### config.mk
export PLATFORM = sky130hd
export DESIGN_NAME = efpa_seq
export DESIGN_NICKNAME = d
export VERILOG_FILES = /design/src/design/efpa_pkg.sv /design/src/design/efpa_seq.sv
export SDC_FILE = /design/constraint.sdc
export NUM_CORES = 1
export LEC_CHECK = 0
export ABC_CLOCK_PERIOD_IN_PS = 4300
export BUFFER_PORTS_ARGS = -buffer_cell sky130_fd_sc_hd__buf_2
export CAP_MARGIN = 25
export CORE_ASPECT_RATIO = 0.9
export CORE_UTILIZATION = 50
export CTS_CLUSTER_DIAMETER = 100
export CTS_CLUSTER_SIZE = 8
export DETAILED_ROUTE_END_ITERATION = 10
export PLACE_DENSITY_LB_ADDON = 0.12
export SYNTH_ARGS = -nofsm -noshare
export SYNTH_HDL_FRONTEND = slang
export SYNTH_SLANG_ARGS = --single-unit
### constraint.sdc
create_clock -name i_clk -period 4.3 [get_ports i_clk]
set_input_delay 0.43 -clock i_clk [delete_from_list [all_inputs] [get_ports i_clk]]
set_output_delay 0.43 -clock i_clk [all_outputs]
set_load 0.02 [all_outputs]
### src/design/efpa_pkg.sv
// Shared types, widths and status codes of the exact-fit page allocator.
package efpa_pkg;

    localparam int DEF_TABLE_ENTRIES = 256;
    localparam int DEF_PAGE_BYTES    = 4096;

    localparam int CNT_W   = 9;
    localparam int ADDR_W  = 32;
    localparam int STAT_W  = 3;
    localparam int ENTRY_W = 1 + CNT_W + ADDR_W;

    localparam logic [STAT_W-1:0] ST_DONE    = 3'd0;
    localparam logic [STAT_W-1:0] ST_ZERO    = 3'd1;
    localparam logic [STAT_W-1:0] ST_KIND    = 3'd2;
    localparam logic [STAT_W-1:0] ST_FULL    = 3'd3;
    localparam logic [STAT_W-1:0] ST_NOMATCH = 3'd4;

    localparam logic ACT_ALLOC = 1'b0;
    localparam logic ACT_FREE  = 1'b1;
    localparam logic KIND_HEAP = 1'b0;

    typedef struct packed {
        logic              in_use;
        logic [CNT_W-1:0]  count;
        logic [ADDR_W-1:0] addr;
    } t_entry;

    typedef struct packed {
        logic [STAT_W-1:0] status;
        logic [ADDR_W-1:0] addr;
    } t_result;

endpackage

### src/design/efpa_seq.sv
// Request sequencer: clears the table, scans entries, reuses, places or frees chunks.
module efpa_seq #(
    parameter int TABLE_ENTRIES = efpa_pkg::DEF_TABLE_ENTRIES,
    parameter int PAGE_BYTES    = efpa_pkg::DEF_PAGE_BYTES
) (
    input  logic                                    i_clk,
    input  logic                                    i_rst_n,
    input  logic                                    i_start,
    output logic                                    o_ready,
    input  logic                                    i_action,
    input  logic                                    i_page_kind,
    input  logic [efpa_pkg::CNT_W-1:0]              i_page_count,
    input  logic [efpa_pkg::ADDR_W-1:0]             i_chunk_address,
    input  logic [efpa_pkg::ADDR_W-1:0]             i_heap_top,
    output logic                                    o_res_valid,
    input  logic                                    i_res_ready,
    output efpa_pkg::t_result                       o_res,
    output logic                                    o_mem_we,
    output logic [$clog2(TABLE_ENTRIES)-1:0]        o_mem_waddr,
    output logic [efpa_pkg::ENTRY_W-1:0]            o_mem_wdata,
    output logic                                    o_mem_re,
    output logic [$clog2(TABLE_ENTRIES)-1:0]        o_mem_raddr,
    input  logic [efpa_pkg::ENTRY_W-1:0]            i_mem_rdata
);
    import efpa_pkg::*;

    localparam int IDX_W = $clog2(TABLE_ENTRIES);
    localparam int NP_W  = $clog2(TABLE_ENTRIES + 1);
    localparam int SUM_W = ((NP_W > CNT_W) ? NP_W : CNT_W) + 1;
    localparam logic [IDX_W-1:0]  LAST_IDX = IDX_W'(TABLE_ENTRIES - 1);
    localparam logic [NP_W-1:0]   NP_FULL  = NP_W'(TABLE_ENTRIES);
    localparam logic [SUM_W-1:0]  SUM_MAX  = SUM_W'(TABLE_ENTRIES);
    localparam logic [ADDR_W-1:0] PAGE_C   = ADDR_W'(PAGE_BYTES);

    localparam logic [2:0] S_CLEAR = 3'd0;
    localparam logic [2:0] S_IDLE  = 3'd1;
    localparam logic [2:0] S_SCAN  = 3'd2;
    localparam logic [2:0] S_MUL   = 3'd3;
    localparam logic [2:0] S_PLACE = 3'd4;
    localparam logic [2:0] S_DONE  = 3'd5;

    logic [2:0]        r_state, n_state;
    logic [IDX_W-1:0]  r_clr, n_clr;
    logic [IDX_W-1:0]  r_rd, n_rd;
    logic              r_hit, n_hit;
    logic [NP_W-1:0]   r_np, n_np;
    t_result           r_res, n_res;

    logic              r_act;
    logic [CNT_W-1:0]  r_cnt;
    logic [ADDR_W-1:0] r_addr;
    logic [SUM_W-1:0]  r_sum;
    logic [ADDR_W-1:0] r_prod;

    t_entry            w_ent;
    t_entry            w_wr;
    logic [IDX_W-1:0]  w_last;
    logic              w_alloc_hit;
    logic              w_free_hit;
    logic [ADDR_W-1:0] w_new_addr;

    assign w_ent       = t_entry'(i_mem_rdata);
    // The scan covers entries 0 through next_page, clipped to the last slot.
    assign w_last      = (r_np >= NP_FULL) ? LAST_IDX : r_np[IDX_W-1:0];
    assign w_alloc_hit = !w_ent.in_use && (w_ent.count == r_cnt);
    assign w_free_hit  = (w_ent.addr == r_addr) && (w_ent.count == r_cnt);
    assign w_new_addr  = i_heap_top - r_prod;

    always_comb begin
        n_state     = r_state;
        n_clr       = r_clr;
        n_rd        = r_rd;
        n_hit       = r_hit;
        n_np        = r_np;
        n_res       = r_res;
        o_mem_we    = 1'b0;
        o_mem_waddr = r_rd;
        w_wr        = '0;
        o_mem_re    = 1'b0;
        o_mem_raddr = r_rd + IDX_W'(1);
        unique case (r_state)
            S_CLEAR: begin
                o_mem_we    = 1'b1;
                o_mem_waddr = r_clr;
                n_clr       = r_clr + IDX_W'(1);
                if (r_clr == LAST_IDX) begin
                    n_state = S_IDLE;
                end
            end
            S_IDLE: begin
                if (i_start) begin
                    n_hit = 1'b0;
                    n_rd  = '0;
                    n_res = '{status: ST_DONE, addr: '0};
                    if (i_page_count == '0) begin
                        n_res.status = ST_ZERO;
                        n_state      = S_DONE;
                    end else if (i_action == ACT_ALLOC && i_page_kind != KIND_HEAP) begin
                        n_res.status = ST_KIND;
                        n_state      = S_DONE;
                    end else begin
                        o_mem_re    = 1'b1;
                        o_mem_raddr = '0;
                        n_state     = S_SCAN;
                    end
                end
            end
            S_SCAN: begin
                // Read data belongs to entry r_rd; the next entry is read meanwhile.
                if (r_act == ACT_ALLOC) begin
                    if (w_alloc_hit) begin
                        o_mem_we   = 1'b1;
                        w_wr       = w_ent;
                        w_wr.in_use = 1'b1;
                        n_res      = '{status: ST_DONE, addr: w_ent.addr};
                        n_state    = S_DONE;
                    end else if (r_rd == w_last) begin
                        n_state = S_MUL;
                    end else begin
                        o_mem_re = 1'b1;
                        n_rd     = r_rd + IDX_W'(1);
                    end
                end else begin
                    if (w_free_hit) begin
                        o_mem_we    = 1'b1;
                        w_wr        = w_ent;
                        w_wr.in_use = 1'b0;
                    end
                    n_hit = r_hit | w_free_hit;
                    if (r_rd == w_last) begin
                        n_res.status = (r_hit | w_free_hit) ? ST_DONE : ST_NOMATCH;
                        n_state      = S_DONE;
                    end else begin
                        o_mem_re = 1'b1;
                        n_rd     = r_rd + IDX_W'(1);
                    end
                end
            end
            S_MUL: begin
                if (r_sum > SUM_MAX) begin
                    n_res.status = ST_FULL;
                    n_state      = S_DONE;
                end else begin
                    n_state = S_PLACE;
                end
            end
            S_PLACE: begin
                o_mem_we    = 1'b1;
                o_mem_waddr = r_np[IDX_W-1:0];
                w_wr        = '{in_use: 1'b1, count: r_cnt, addr: w_new_addr};
                n_np        = r_sum[NP_W-1:0];
                n_res       = '{status: ST_DONE, addr: w_new_addr};
                n_state     = S_DONE;
            end
            S_DONE: begin
                if (i_res_ready) begin
                    n_state = S_IDLE;
                end
            end
            default: begin
                n_state = S_IDLE;
            end
        endcase
        o_mem_wdata = w_wr;
    end

    always_ff @(posedge i_clk) begin
        if (!i_rst_n) begin
            r_state <= S_CLEAR;
            r_clr   <= '0;
            r_rd    <= '0;
            r_hit   <= 1'b0;
            r_np    <= '0;
        end else begin
            r_state <= n_state;
            r_clr   <= n_clr;
            r_rd    <= n_rd;
            r_hit   <= n_hit;
            r_np    <= n_np;
        end
    end

    always_ff @(posedge i_clk) begin
        r_res <= n_res;
        if (r_state == S_IDLE && i_start) begin
            r_act  <= i_action;
            r_cnt  <= i_page_count;
            r_addr <= i_chunk_address;
            r_sum  <= SUM_W'(r_np) + SUM_W'(i_page_count);
        end
        if (r_state == S_MUL) begin
            r_prod <= ADDR_W'(r_sum) * PAGE_C;
        end
    end

    assign o_ready     = (r_state == S_IDLE);
    assign o_res_valid = (r_state == S_DONE);
    assign o_res       = r_res;

endmodule

After elaboration in Yosys (flattened, before gate mapping). Cells that the tools add are included.

Bits of input ports: 121. Word-level logic and storage cells: 107. Output and inout port bits: 97. Register bits: 126.

Bitwise gates (word level): 2. Magnitude comparators: 2. Reduce and logical (&&, ||, !) cells: 16. Eq/ne operators: 20. Add/sub/neg operators: 4. Muxes and demuxes: 51.

Operators by type and width (count): one-hot mux 32 bit (3 select lines) (1); 2-to-1 mux 42 bit (2); one-hot mux 42 bit (2 select lines) (1); 2-to-1 mux 8 bit (9); 2-to-1 mux 35 bit (2); 2-to-1 mux 41 bit (1); 2-to-1 mux 3 bit (13); equality test 32 bit (1); 2-to-1 mux 32 bit (1); one-hot mux 8 bit (2 select lines) (2); subtractor 32 x 22 -> 32 bit (1); one-hot mux 3 bit (6 select lines) (1); adder 8 x 1 -> 8 bit (second input constant) (2); 2-to-1 mux 1 bit (12); != test 2 bit (second input constant) (6); != test 3 bit (second input constant) (4); one-hot mux 3 bit (4 select lines) (1); adder 9 x 9 -> 10 bit (1); greater-than comparator 10 x 9 -> 1 bit (second input constant) (1); AND reduction 5 bit (2); equality test 9 bit (1); >= comparator 9 bit (second input constant) (1); zero test 9 bit (1); equality test 8 bit (1); 18 further kinds (27).

Depth between registers and ports, before layout.
Depth after elaboration: 7. Gate-level depth with buffers: 10.

Least setup slack after synthesis. Ideal clock, no wire load.

Path type: register to register. Start point: register r_state[0]. End point: register r_res (netlist bit o_res[0]) (enable). Clock period less this slack: 3.510 ns. Cell stages (with the launch flop): 5. Data arrival time: 3.045 ns. Path slack: 0.790 ns. Required time: 3.834 ns. Path buffers: 1. Cells stage by stage: dfxtp_1 > buf_2 > nand2b_1 > a21boi_0 > o21ai_0.

Cells in the longest elaborated chain, start to end: 3. Elaborated cells between the ends (all ways): 8. Those cells by class: eq/ne: 6; reduce/logical: 2.

Ends and longest elaborated chain: start, declared (RTL line efpa_seq.sv:42) `logic [2:0] r_state, n_state;`; start signal, assigned (RTL line efpa_seq.sv:175) `r_state <= n_state;`; equality test 3 x 2 -> 1 bit (tied with other cells) (RTL line efpa_seq.sv:81) `unique case (r_state)`; != test 2 bit (no line) or nonzero test 3 bit (tied branches); AND reduction 4 bit (no line) *; end signal, assigned (RTL line efpa_seq.sv:184) `r_res <= n_res;`; end, declared (RTL line efpa_seq.sv:47) `t_result r_res, n_res;`.

Every way passes the cells marked *; elsewhere a longest branch is shown, timed or not. A chain may end at the register's enable or synchronous reset.

Worst setup path in the final report.
Start point: register r_addr[18]. End point: output o_mem_wdata[20] (netlist bit).

Cells in the longest elaborated chain, start to end: 5.

Ends and longest elaborated chain: start, declared (RTL line efpa_seq.sv:51) `logic [ADDR_W-1:0] r_addr;`; start signal, assigned (RTL line efpa_seq.sv:188) `r_addr <= i_chunk_address;`; equality test 32 bit (RTL line efpa_seq.sv:66) `assign w_free_hit = (w_ent.addr == r_addr) && (w_ent.count == r_cnt);`; logical AND 1 bit (RTL line efpa_seq.sv:66); 2-to-1 mux 41 bit (RTL line efpa_seq.sv:124) `if (w_free_hit) begin`; 2-to-1 mux 42 bit (RTL line efpa_seq.sv:110) `if (r_act == ACT_ALLOC) begin`; one-hot mux 42 bit (2 select lines) (RTL line efpa_seq.sv:81); end, declared (RTL line efpa_seq.sv:20) `output logic [efpa_pkg::ENTRY_W-1:0] o_mem_wdata,`.

Every way passes these cells.

==> metrics.yaml <==
pwr:
  ir_worst_vdd_uv: 263
  power_frac_clock: 0.526
  p_int_w: 0.00249
  power_frac_comb: 0.060
  p_leak_nw: 3.92
  powerDensity_nw_per_um2: 348
  swShare: 0.210
  p_switching_w: 0.000663
  seq_power_share: 0.414
clock_tree:
  clock_sinks: 126
  cts.clk_slew.worst_paths_ns: 0.06
  cts_buffers: 17
  htree_levels: 4
  clock_path_buffers: 2
  clockRootBuffer: "clkbuf_16"
  cts_tree: "done"
  ctsHoldBuffers: 0
  cts_setup_buffers: 0
  cts_resized: 0
  clock_latency_ns: 0.43
timing:
  hold_viol: 0
  min_period_over_period: 0.915
  setup_tns_ns: 0
  tightest_slew_ns: 0.916
  rsz0062_at_grt: "false"
  period_minus_slack_ns: 3.94
  skew_ns: 0.0125
  max_slew_margin: 0.389
  slew_violations: 0
  fmax_ghz: 0.254
  finalSetupViolations: 0
grt:
  antenna_found_initial: 2
  track_usage: 0.285
  grt_pass1_wl_um: 31400
  grt_pass1_vias: 5814
  grt_max_degree: 43
  overflow: 0
setup_path:
  crit_family: "simple AND/OR/NAND/NOR gates"
  end_kind: "output pin"
  crit_start: "r_addr[18]"
  crit_buf_inv: 1
  critPathMaxFanout: 42
  regToRegSetupSlack_ns: 1.44
  worstReg2RegStart: "r_state[2]"
  crit_required_ns: 3.87
  r2r_cells: 4
  cp.depth: 7
  path_class: "register to output pin"
  start_kind: "register"
  r2r-end: "o_res[33]"
  crit_path_end: "o_mem_wdata[20]"
  cp_cell_sequence: "xor2_1 -> nor4_1 -> nand4_1 -> nor4_1 -> nand2b_2 -> a22o_1 -> buf_2"
  critical_path_arrival_ns: 3.51
  slowest_delay_ns: 0.78
  path_common_cell: "nor4_1"
  critPathSlowestCell: "nand2b_2"
die:
  core.rowCount: 41
  core_sq_um: 14000
  io_pins: 218
  die_h_um: 116
  dieArea_sq_um: 14800
  initial_core_util: 0.512
  die_w_um: 128
worst_hold_path:
  hp-class: "primary input to register"
  hold_start: "i_chunk_address[2]"
cells_and_area:
  drive_above_1_share: 0.300
  regArea_sq_um: 3490
  area_delta_synth_final_pct: 26.4
  final_util: 0.648
  multi_input_area_sq_um: 3410
  fillerInstances: 1127
  nNetsFinal: 1028
place:
  routabilityCongestion: 0.824
  io_buffers: 217
  hpwl_um: 15300
yosys:
  ys_seq_elements: 126
  yosysSeqAreaShare: 0.487
  synth.distinct_cells: 64
  postSynthCellCount: 680
  syn_area_sq_um: 7180
  syn_area_per_cell_sq_um: 10.6
  async_flop_share: 0
  synth_warnings: 0
  synth-edff-count: 97
  synth_fp_nets: 824
  ys.flop_type: "edfxtp_1"
route:
  first_pass_iters: 5
  vias: 6228
  routed_wirelength_um: 20400
  wl_per_cell_um: 18.7
  drc: 0
  drt_iter0_markers: 484
  ant_nets: 0
  avgViaCountPerCell: 5.70
outcome:
  status: "finished, final reports clean"
flow_run:
  maxCapViolations: 0
## routing by layer
layer / part of all wire / track usage / wire [um] / vias to the layer above
li1: - / - / - / 2938
met1: 0.45 / 0.392 / 9220 / 2991
met2: 0.46 / 0.447 / 9450 / 278
met3: 0.072 / 0.0646 / 1470 / 21
met4: 0.014 / 0.0941 / 280 / 0
met5: 0 / 0 / 0 / -
## area by class of cell
| class | count | area share |
|---|---|---|
| clock inverters | 13 | 0.0257 |
| multi-input cells | 489 | 0.376 |
| repair buffers | 222 | 0.125 |
| clock buffers | 19 | 0.0488 |
| well taps | 193 | 0.0266 |
| inverters | 28 | 0.0116 |
| flip-flops and latches | 126 | 0.385 |
| diodes | 2 | 0.000552 |
## worst register-to-register path, delay by kind of cell, from the launching register on
kind | cells | cell delay [ns]
flip-flops | 1 | 0.89
AND/OR/NAND/NOR | 4 | 1.62
## per-stage QoR
step	worst slack (ns)	power, W	instances	hold WS (ns)	area (sq um)
after CTS	0.399	0.00316	1090	0.158	9070
after global placement	0.743	0.00151	1057	0.438	8370
final	0.364	0.00316	1092	0.174	9070
after detailed placement	0.725	0.00152	1058	0.447	8390
after floorplan	0.790	0.00141	680	0.417	7180
after global routing	0.170	0.00323	1090	0.159	9070
## cell families (layout without fill, tap and decap cells)
kind of cell,count (synthesis),in the layout,synth area share
AOI/OAI and AO/OA,194,194,0.191
and+or+nand+nor,191,191,0.140
DFF,126,126,0.487
xor gates and xnor gates,73,73,0.0891
buffers and inverters,65,282,0.0404
adders and majority gates,23,23,0.0422
muxes,8,8,0.0112
other,0,2,0
## flip-flops by register name, summed over array words and instances (netlist names)
register / flops
r_state: 3
r_sum: 10
r_act: 1
r_prod: 10
r_hit: 1
r_clr: 8
r_addr: 32
r_rd: 8
r_np: 9
r_cnt: 9
o_res: 35
## worst min path at each step
stage | endpoint | slack (ns) | depth (start not counted)
4_1_cts | r_addr[27] | 0.16 | 1
6_report | r_addr[2] | 0.17 | 1
3_3_place_gp | r_prod[21] | 0.44 | 0
2_1_floorplan | r_prod[21] | 0.42 | 0
5_1_grt | r_addr[27] | 0.16 | 1
3_5_place_dp | r_prod[21] | 0.45 | 0
## placed cells by master, fill, tap and decap left out, types with 7 or more instances in the layout
cell       instances
a211oi_1          10
a21boi_0          14
a21o_1            24
a21oi_1           14
a22o_1            39
a31oi_1            7
buf_2            217
clkbuf_16         17
dfxtp_1           29
edfxtp_1          97
ha_1              21
inv_1             26
mux2i_1            8
nand2_1           58
nand3_1            8
nor2_1            35
nor2b_1            7
nor3_1             9
nor4_1            15
o21a_1             8
o21ai_0           44
o2bb2ai_1          7
or3_1             10
xnor2_1           23
xor2_1            50
## cell usage after synthesis (9+ instances only)
master	count	area (sq um)
edfxtp_1	97	2910
nor2_1	36	135
a211oi_1	10	75.1
or3_1	10	62.6
ha_1	21	263
a21o_1	24	180
nand2_1	58	218
inv_1	27	101
o21ai_0	45	225
nor4_1	15	93.8
clkbuf_1	21	78.8
a21boi_0	14	105
xor2_1	50	438
buf_2	10	50.1
a22o_1	39	342
nor3_1	9	45.0
dfxtp_1	29	581
a21oi_1	14	70.1
xnor2_1	23	201
## power groups by stage
stage	logic, W	clock network, W	registers [W]
floorplan	0.0000802	0	0.00133
global placement	0.000179	0	0.00133
detailed placement	0.000185	0	0.00133
CTS	0.000186	0.00167	0.00131
global route	0.000205	0.00172	0.00131
finish	0.000189	0.00166	0.00131
Note: power is estimated with default switching activity, not from simulation.
